<file path="src/hdl/b64d_pkg.sv">
`default_nettype none
// ----------------------------------------------------------------------------
// b64d_pkg
// Shared types and constants of the base64 stream decoder.
// ----------------------------------------------------------------------------
package b64d_pkg;

   localparam logic [7:0] PAD_CHAR   = 8'h3D;
   localparam logic [7:0] PLUS_CHAR  = 8'h2B;
   localparam logic [7:0] SLASH_CHAR = 8'h2F;

   localparam logic [1:0] ST_OK      = 2'd0;
   localparam logic [1:0] ST_BADCHAR = 2'd1;
   localparam logic [1:0] ST_BADPAD  = 2'd2;

   // job queue between front and back
   localparam int unsigned QUEUE_DEPTH = 4;
   localparam int unsigned QPTR_W      = $clog2(QUEUE_DEPTH);
   localparam int unsigned QCNT_W      = $clog2(QUEUE_DEPTH + 1);

   // one job: the words caused by one accepted character
   typedef struct packed {
      logic [7:0] byte0;
      logic [7:0] byte1;
      logic [7:0] byte2;
      logic [1:0] last_idx;  // index of the final word of the job
      logic [1:0] status;
      logic       msg_end;
   } job_type;

endpackage
`default_nettype wire

</file>
<file path="src/hdl/b64d_front.sv">
`default_nettype none
// ----------------------------------------------------------------------------
// b64d_front
// Character classification, quartet accumulation and error tracking.
// Emits one job per character that causes words.
// ----------------------------------------------------------------------------
module b64d_front (
   input  wire logic             clock,
   input  wire logic             reset,
   input  wire logic             accept,
   input  wire logic [7:0]       in_char,
   input  wire logic             is_final,
   output logic                  job_push,
   output b64d_pkg::job_type     job
);

   logic [23:0] acc_ff, acc_in;
   logic [1:0]  pos_ff, pos_in;
   logic        pad_ff, pad_in;
   logic        err_ff, err_in;

   logic        sx_ok;
   logic [5:0]  sx;
   logic        is_pad;
   logic [23:0] acc_shift;
   logic [1:0]  pos_inc;
   logic        push;

   always_comb begin
      sx_ok = 1'b1;
      sx    = 6'd0;
      if (in_char >= 8'h41 && in_char <= 8'h5A) begin
         sx = 6'(in_char - 8'h41);
      end else if (in_char >= 8'h61 && in_char <= 8'h7A) begin
         sx = 6'(in_char - 8'h61 + 8'd26);
      end else if (in_char >= 8'h30 && in_char <= 8'h39) begin
         sx = 6'(in_char - 8'h30 + 8'd52);
      end else if (in_char == b64d_pkg::PLUS_CHAR) begin
         sx = 6'd62;
      end else if (in_char == b64d_pkg::SLASH_CHAR) begin
         sx = 6'd63;
      end else begin
         sx_ok = 1'b0;
      end
   end

   assign is_pad    = (in_char == b64d_pkg::PAD_CHAR);
   assign acc_shift = {acc_ff[17:0], sx};
   assign pos_inc   = pos_ff + 2'd1;

   always_comb begin
      acc_in       = acc_ff;
      pos_in       = pos_ff;
      pad_in       = pad_ff;
      err_in       = err_ff;
      push         = 1'b0;
      job.byte0    = 8'd0;
      job.byte1    = 8'd0;
      job.byte2    = 8'd0;
      job.last_idx = 2'd0;
      job.status   = b64d_pkg::ST_OK;
      job.msg_end  = is_final;

      if (err_ff) begin
         if (is_final) begin
            err_in = 1'b0;
            acc_in = 24'd0;
            pos_in = 2'd0;
            pad_in = 1'b0;
         end
      end else begin
         priority if (is_pad) begin
            if (pos_ff < 2'd2 || (pos_ff == 2'd2 && is_final) ||
                (pos_ff == 2'd3 && !is_final)) begin
               push       = 1'b1;
               job.status = b64d_pkg::ST_BADPAD;
            end else if (pos_ff == 2'd2) begin
               pad_in = 1'b1;
               pos_in = 2'd3;
            end else begin
               push = 1'b1;
               if (!pad_ff) begin
                  job.byte0    = acc_ff[17:10];
                  job.byte1    = acc_ff[9:2];
                  job.last_idx = 2'd1;
               end else begin
                  job.byte0 = acc_ff[11:4];
               end
            end
         end else if (!sx_ok) begin
            push       = 1'b1;
            job.status = b64d_pkg::ST_BADCHAR;
         end else if (pad_ff || (pos_inc != 2'd0 && is_final)) begin
            push       = 1'b1;
            job.status = b64d_pkg::ST_BADPAD;
         end else if (pos_inc != 2'd0) begin
            acc_in = acc_shift;
            pos_in = pos_inc;
         end else begin
            push         = 1'b1;
            job.byte0    = acc_shift[23:16];
            job.byte1    = acc_shift[15:8];
            job.byte2    = acc_shift[7:0];
            job.last_idx = 2'd2;
         end

         if (push) begin
            acc_in = 24'd0;
            pos_in = 2'd0;
            pad_in = 1'b0;
            if (job.status != b64d_pkg::ST_OK) begin
               err_in = !is_final;
            end
         end
      end
   end

   assign job_push = accept && push;

   always_ff @(posedge clock) begin
      if (reset) begin
         acc_ff <= 24'd0;
         pos_ff <= 2'd0;
         pad_ff <= 1'b0;
         err_ff <= 1'b0;
      end else if (accept) begin
         acc_ff <= acc_in;
         pos_ff <= pos_in;
         pad_ff <= pad_in;
         err_ff <= err_in;
      end
   end

endmodule
`default_nettype wire

</file>
<file path="src/hdl/b64d_queue.sv">
`default_nettype none
// ----------------------------------------------------------------------------
// b64d_queue
// Short job queue decoupling the front from the back.
// ----------------------------------------------------------------------------
module b64d_queue (
   input  wire logic                clock,
   input  wire logic                reset,
   input  wire logic                push,
   input  wire b64d_pkg::job_type   push_job,
   input  wire logic                pop,
   output logic                     full,
   output logic                     empty,
   output b64d_pkg::job_type        head_job
);

   b64d_pkg::job_type mem [b64d_pkg::QUEUE_DEPTH];

   logic [b64d_pkg::QPTR_W-1:0] wr_ptr_ff, wr_ptr_in;
   logic [b64d_pkg::QPTR_W-1:0] rd_ptr_ff, rd_ptr_in;
   logic [b64d_pkg::QCNT_W-1:0] cnt_ff, cnt_in;

   assign full     = (cnt_ff == b64d_pkg::QCNT_W'(b64d_pkg::QUEUE_DEPTH));
   assign empty    = (cnt_ff == '0);
   assign head_job = mem[rd_ptr_ff];

   always_comb begin
      wr_ptr_in = wr_ptr_ff;
      rd_ptr_in = rd_ptr_ff;
      cnt_in    = cnt_ff;
      if (push) begin
         wr_ptr_in = (wr_ptr_ff == b64d_pkg::QPTR_W'(b64d_pkg::QUEUE_DEPTH - 1)) ?
                     '0 : wr_ptr_ff + b64d_pkg::QPTR_W'(1);
      end
      if (pop) begin
         rd_ptr_in = (rd_ptr_ff == b64d_pkg::QPTR_W'(b64d_pkg::QUEUE_DEPTH - 1)) ?
                     '0 : rd_ptr_ff + b64d_pkg::QPTR_W'(1);
      end
      if (push && !pop) begin
         cnt_in = cnt_ff + b64d_pkg::QCNT_W'(1);
      end else if (pop && !push) begin
         cnt_in = cnt_ff - b64d_pkg::QCNT_W'(1);
      end
   end

   always_ff @(posedge clock) begin
      if (push) begin
         mem[wr_ptr_ff] <= push_job;
      end
   end

   always_ff @(posedge clock) begin
      if (reset) begin
         wr_ptr_ff <= '0;
         rd_ptr_ff <= '0;
         cnt_ff    <= '0;
      end else begin
         wr_ptr_ff <= wr_ptr_in;
         rd_ptr_ff <= rd_ptr_in;
         cnt_ff    <= cnt_in;
      end
   end

endmodule
`default_nettype wire

</file>
<file path="src/hdl/b64d_back.sv">
`default_nettype none
// ----------------------------------------------------------------------------
// b64d_back
// Splits each queued job into result words and holds them in an output
// register.
// ----------------------------------------------------------------------------
module b64d_back (
   input  wire logic                clock,
   input  wire logic                reset,
   input  wire logic                empty,
   input  wire b64d_pkg::job_type   head_job,
   output logic                     pop,
   output logic                     rsp_valid,
   input  wire logic                rsp_ready,
   output logic [7:0]               rsp_out_byte,
   output logic [1:0]               rsp_status,
   output logic                     rsp_run_last,
   output logic                     rsp_msg_end
);

   logic [1:0] idx_ff, idx_in;
   logic       valid_ff, valid_in;
   logic [7:0] byte_ff, byte_in;
   logic [1:0] status_ff;
   logic       last_ff, last_in;
   logic       end_ff;
   logic       load;

   assign load    = !empty && (!valid_ff || rsp_ready);
   assign last_in = (idx_ff == head_job.last_idx);
   assign pop     = load && last_in;

   always_comb begin
      unique case (idx_ff)
         2'd0:    byte_in = head_job.byte0;
         2'd1:    byte_in = head_job.byte1;
         default: byte_in = head_job.byte2;
      endcase
      idx_in   = idx_ff;
      valid_in = valid_ff;
      if (load) begin
         valid_in = 1'b1;
         idx_in   = last_in ? 2'd0 : idx_ff + 2'd1;
      end else if (rsp_ready) begin
         valid_in = 1'b0;
      end
   end

   always_ff @(posedge clock) begin
      if (reset) begin
         idx_ff   <= 2'd0;
         valid_ff <= 1'b0;
      end else begin
         idx_ff   <= idx_in;
         valid_ff <= valid_in;
      end
   end

   always_ff @(posedge clock) begin
      if (load) begin
         byte_ff   <= byte_in;
         status_ff <= head_job.status;
         last_ff   <= last_in;
         end_ff    <= last_in && head_job.msg_end;
      end
   end

   assign rsp_valid    = valid_ff;
   assign rsp_out_byte = byte_ff;
   assign rsp_status   = status_ff;
   assign rsp_run_last = last_ff;
   assign rsp_msg_end  = end_ff;

endmodule
`default_nettype wire

</file>
<file path="src/hdl/base64_stream_decoder_core.sv">
`default_nettype none
// ----------------------------------------------------------------------------
// base64_stream_decoder_core
// Streaming base64 decoder: one character in, up to three bytes out.
//
//   channel   dir  handshake              payload
//   req_      in   req_valid/req_ready    req_in_char[7:0], req_is_final
//   rsp_      out  rsp_valid/rsp_ready    rsp_out_byte[7:0], rsp_status[1:0],
//                                         rsp_run_last, rsp_msg_end
//
// One character per cycle is taken while the job queue has room; the front
// updates the quartet state in the accept cycle.
// The back drains one word per cycle while rsp_ready is high, via the queue
// and the output register. Four characters give at most three words.
// Synchronous reset clears all control state; no clearing pass.
// rsp_ready low fills the queue, after which req_ready drops.
// ----------------------------------------------------------------------------
module base64_stream_decoder_core (
   input  wire logic       clock,
   input  wire logic       reset,
   input  wire logic       req_valid,
   output logic            req_ready,
   input  wire logic [7:0] req_in_char,
   input  wire logic       req_is_final,
   output logic            rsp_valid,
   input  wire logic       rsp_ready,
   output logic [7:0]      rsp_out_byte,
   output logic [1:0]      rsp_status,
   output logic            rsp_run_last,
   output logic            rsp_msg_end
);

   logic              accept;
   logic              job_push;
   b64d_pkg::job_type job;
   b64d_pkg::job_type head_job;
   logic              q_full;
   logic              q_empty;
   logic              q_pop;

   assign req_ready = !q_full;
   assign accept    = req_valid && req_ready;

   b64d_front u_front (
      .clock    (clock),
      .reset    (reset),
      .accept   (accept),
      .in_char  (req_in_char),
      .is_final (req_is_final),
      .job_push (job_push),
      .job      (job)
   );

   b64d_queue u_queue (
      .clock    (clock),
      .reset    (reset),
      .push     (job_push),
      .push_job (job),
      .pop      (q_pop),
      .full     (q_full),
      .empty    (q_empty),
      .head_job (head_job)
   );

   b64d_back u_back (
      .clock        (clock),
      .reset        (reset),
      .empty        (q_empty),
      .head_job     (head_job),
      .pop          (q_pop),
      .rsp_valid    (rsp_valid),
      .rsp_ready    (rsp_ready),
      .rsp_out_byte (rsp_out_byte),
      .rsp_status   (rsp_status),
      .rsp_run_last (rsp_run_last),
      .rsp_msg_end  (rsp_msg_end)
   );

endmodule
`default_nettype wire
</file>
<file path="config.mk">
export PLATFORM = sky130hd
export DESIGN_NAME = base64_stream_decoder_core
export DESIGN_NICKNAME = d
export VERILOG_FILES = /design/src/hdl/b64d_pkg.sv /design/src/hdl/b64d_front.sv /design/src/hdl/b64d_queue.sv /design/src/hdl/b64d_back.sv /design/src/hdl/base64_stream_decoder_core.sv
export SDC_FILE = /design/constraint.sdc
export NUM_CORES = 1
export LEC_CHECK = 0
export ABC_CLOCK_PERIOD_IN_PS = 2500
export BUFFER_PORTS_ARGS = -buffer_cell sky130_fd_sc_hd__buf_4
export CORE_MARGIN = 2
export CORE_UTILIZATION = 58
export CTS_BUF_LIST = sky130_fd_sc_hd__clkbuf_4
export DETAILED_ROUTE_END_ITERATION = 7
export PLACE_DENSITY = 0.85
export SYNTH_ARGS = -nofsm -noshare
export SYNTH_HDL_FRONTEND = slang
export SYNTH_SLANG_ARGS = --single-unit
</file>
<file path="constraint.sdc">
create_clock -name clock -period 2.5 [get_ports clock]
set_input_delay 0 -clock clock [delete_from_list [all_inputs] [get_ports clock]]
set_output_delay 0 -clock clock [all_outputs]
set_load 0.05 [all_outputs]
</file>
==> reports/summary.txt <==
outcome - complete, but fails checks
failing checks - setup timing
Max Clk Rate - 398.6 MHz
Tot GR Track Use - 0.2352
P_leak - 2.936 nW
CP Launch Type - register
total number of vias - 4,339
number of CTS-inserted buffers - 17
Worst EP required - 3.00 ns
chip width - 114.9 um
Die ar. - 13,190 sq um
GRT Residual Overflow - 0
Async SR Flop Fraction - 0
CP Max Fanout - 2
Slew @ Worst Pin - 0.6254 ns
Synth top area share - 0.5392
Arrival @ worst endpoint - 3.01 ns
clk sinks - 162
min-delay worst type - in -> reg
#FFs+latches synth - 162
cell with the most instances after synthesis - edfxtp_1
setup tns final - -0.008706 ns
Synth Area in Compound Gates - 0.08864
DRC - 0
root buf cell - clkbuf_4
Max rail drop VDD - 391.3 uV
Pwr per Cell Area - 916.4 nW/um^2
Area contributors post-synth - edfxtp_1 (54%), dfxtp_1 (9.5%), mux4_2 (7.3%)
Final Wtd Congestion - 0.8892
Ys Warns - 0
area grow syn2layout - 15.32%
largest net degree at the start of global routing - 30
Clk Latency, worst-skew pair - 0.56 ns
Switching Fraction - 0.3200
CTS max path bufs - 2
# setup viols final - 1
sequential fraction of design power - 0.462
Synth Area in XOR/XNOR - 0.006144
Final min period - 2.509 ns
I/O pins - 27
Internal - 5.123 mW
nets - 584
drt wl/cell - 20.30 um
Finished Layout Cells - 711
CP cell instances - mux4_2, xnor2_2, and2_4, nand2_4, ha_4, inv_2, fa_2, xor2_1, or3_1, a21oi_2
clock skew - 0.02030 ns
Post-synth EDFFs - 128
Clock Power Share - 0.210
length of the first detailed-routing pass in iterations - 7
Distinct cells, synth - 61
Psw - 2.410 mW
RSZ-0062 raised after global routing - true
multiplexer share of the synthesized area - 0.1039
Port Buffers - 26
hold slack - 0.05759 ns
die height - 114.9 um
CP Capture Type - register
vias per inst - 6.103
synth cell count leaders - edfxtp_1 (128), dfxtp_1 (34), nor2b_1 (24)
critical path class - reg -> reg
clock slew at reported path FFs - 0.12 ns
total wire length - 14,440 um
initial antenna violation count - 1
Final Hold Fails - 0
slowest cell delay on critical path - 0.50 ns
fin. max-slew vios - 0
largest family of logic cells by synthesized area - multiplexers
Mapped Nets - 506
CTS tree - built
Final ANT Viol Nets - 0
Pwr Total - 7.533 mW
Post-Synth Adder-Cell Area - 0.03791
worst slew margin relative to its limit - 0.5792
Combinational Power Share - 0.328
fillcell total - 776
H-tree depth - 4
total of max-cap violations - 0
fraction of layout cells with a size suffix above 1 - 0.2860
number of global-route vias before repair - 4,437
setup ws final - -0.008706 ns
Cells after DPL - 670
Worst path slowest cell - mux4_2
fin crit share - 1.003
pre-CTS setup slack - -0.4023 ns
ys flop type - edfxtp_1
post-synthesis sequential area ratio - 0.6347
Post-DP HPWL - 9542 um
FP Rows - 40
number of DRC markers in iteration 0 - 457
mapped cell area - 7128 sq um
Synth area leader - edfxtp_1
Initial Util - 0.5934
Syn Area/Cell - 15.10 sq um
simple-gate portion of the synthesized area - 0.1032
core area - 12,010 sq um
Syn Inst Count - 472
global-route wire length before repair - 23,200 um
==> path summary, 6_finish.rpt <==
path / start / to / slack, ns / depth (start not counted)
min: req_in_char[0] / u_front.acc_ff[0] / 0.06 / 5
min reg2reg: u_front.acc_ff[1] / u_front.acc_ff[1] / 0.49 / 1
max: u_queue.mem[0][4] / u_queue.cnt_ff[2] / -0.009 / 10
max reg2reg: u_queue.mem[0][4] / u_queue.cnt_ff[2] / -0.009 / 10
==> power groups by stage <==
stage	clock, mW	sequential [mW]	combinational, mW
6_report	1.58	3.48	2.47
5_1_grt	1.71	3.52	2.63
4_1_cts	1.60	3.48	2.47
3_5_place_dp	0	3.54	2.37
3_3_place_gp	0	3.51	2.28
2_1_floorplan	0	3.88	1.32
==> stage by stage <==
step / cell area (sq um) / util
3_5_place_dp: 7823 / 0.6513
3_3_place_gp: 7823 / 0.6513
2_1_floorplan: 7157 / -
5_1_grt: 8220 / 0.6844
4_1_cts: 8218 / 0.6842
6_report: 8220 / 0.6844
==> layout make-up <==
type / instances / area [sq um] / area share
diodes: 1 / 2.502 / 0.0003044
clock buffers: 21 / 157.7 / 0.01918
clock inverters: 11 / 136.4 / 0.01659
inverters: 19 / 75.07 / 0.009132
multi-input cells: 270 / 2470 / 0.3005
flip-flops and latches: 162 / 4529 / 0.5510
well taps: 147 / 183.9 / 0.02237
repair buffers: 80 / 665.6 / 0.08097
==> routing by layer <==
| layer | wire [um] | vias up | GRT usage |
|---|---|---|---|
| li1 | - | 2001 | - |
| met1 | 5985 | 2161 | 0.2996 |
| met2 | 7497 | 150 | 0.4016 |
| met3 | 676 | 27 | 0.05113 |
| met4 | 276 | 0 | 0.08434 |
| met5 | 0 | - | 0 |
==> sequential cells by signal, indices dropped and copies added, names as in the netlist, named ones only <==
register	cells
u_queue.cnt_ff	3
u_front.acc_ff	18
u_back.idx_ff	2
u_back.rsp_out_byte	8
u_queue.wr_ptr_ff	2
u_front.err_ff	1
u_front.pos_ff	2
u_queue.rd_ptr_ff	2
u_back.rsp_msg_end	1
u_back.rsp_status	2
u_queue.mem	116
u_back.rsp_valid	1
u_back.rsp_run_last	1
u_front.pad_ff	1
==> placed cells by master, fill, tap and decap left out, types with 4 or more instances in the layout <==
| master | count |
|---|---|
| a21oi_1 | 8 |
| a221o_1 | 9 |
| a22o_1 | 15 |
| a31oi_1 | 12 |
| and2_2 | 4 |
| and3_1 | 14 |
| buf_12 | 4 |
| buf_4 | 70 |
| clkbuf_4 | 21 |
| dfxtp_1 | 32 |
| dlygate4sd3_1 | 6 |
| edfxtp_1 | 128 |
| ha_1 | 16 |
| inv_1 | 16 |
| mux2i_1 | 5 |
| mux4_1 | 5 |
| mux4_2 | 24 |
| nand2_1 | 18 |
| nand2b_1 | 7 |
| nand3_1 | 5 |
| nor2_1 | 19 |
| nor2b_1 | 24 |
| nor3_1 | 15 |
| o21ai_0 | 12 |
==> worst max-delay path: cells and delay by family (launching register included) <==
kind	cells	cell delay [ns]
muxes	1	0.50
AOI/OAI and AO/OA	1	0.15
buffers and inverters	1	0.04
xor gates and xnor gates	2	0.31
DFF	1	0.41
adders and majority gates	2	0.46
and+or+nand+nor	3	0.57
==> cells by family after synthesis <==
logic type	count (synthesis)
AO/OA/AOI/OAI	80
adder cells (fa/ha/maj)	21
AND/OR/NAND/NOR	129
XOR/XNOR	5
buffers and inverters	40
multiplexers	35
flip-flops	162
==> timing repair <==
action                                  4_1_cts  5_1_grt
hold buffers                                  6        0
gates resized for setup                       9        0
pin swaps                                     7        3
endpoints found under the setup margin        1        1
buffers inserted                              2        0
hold endpoints to repair                     26        0
(Power assumes the default switching activity.)
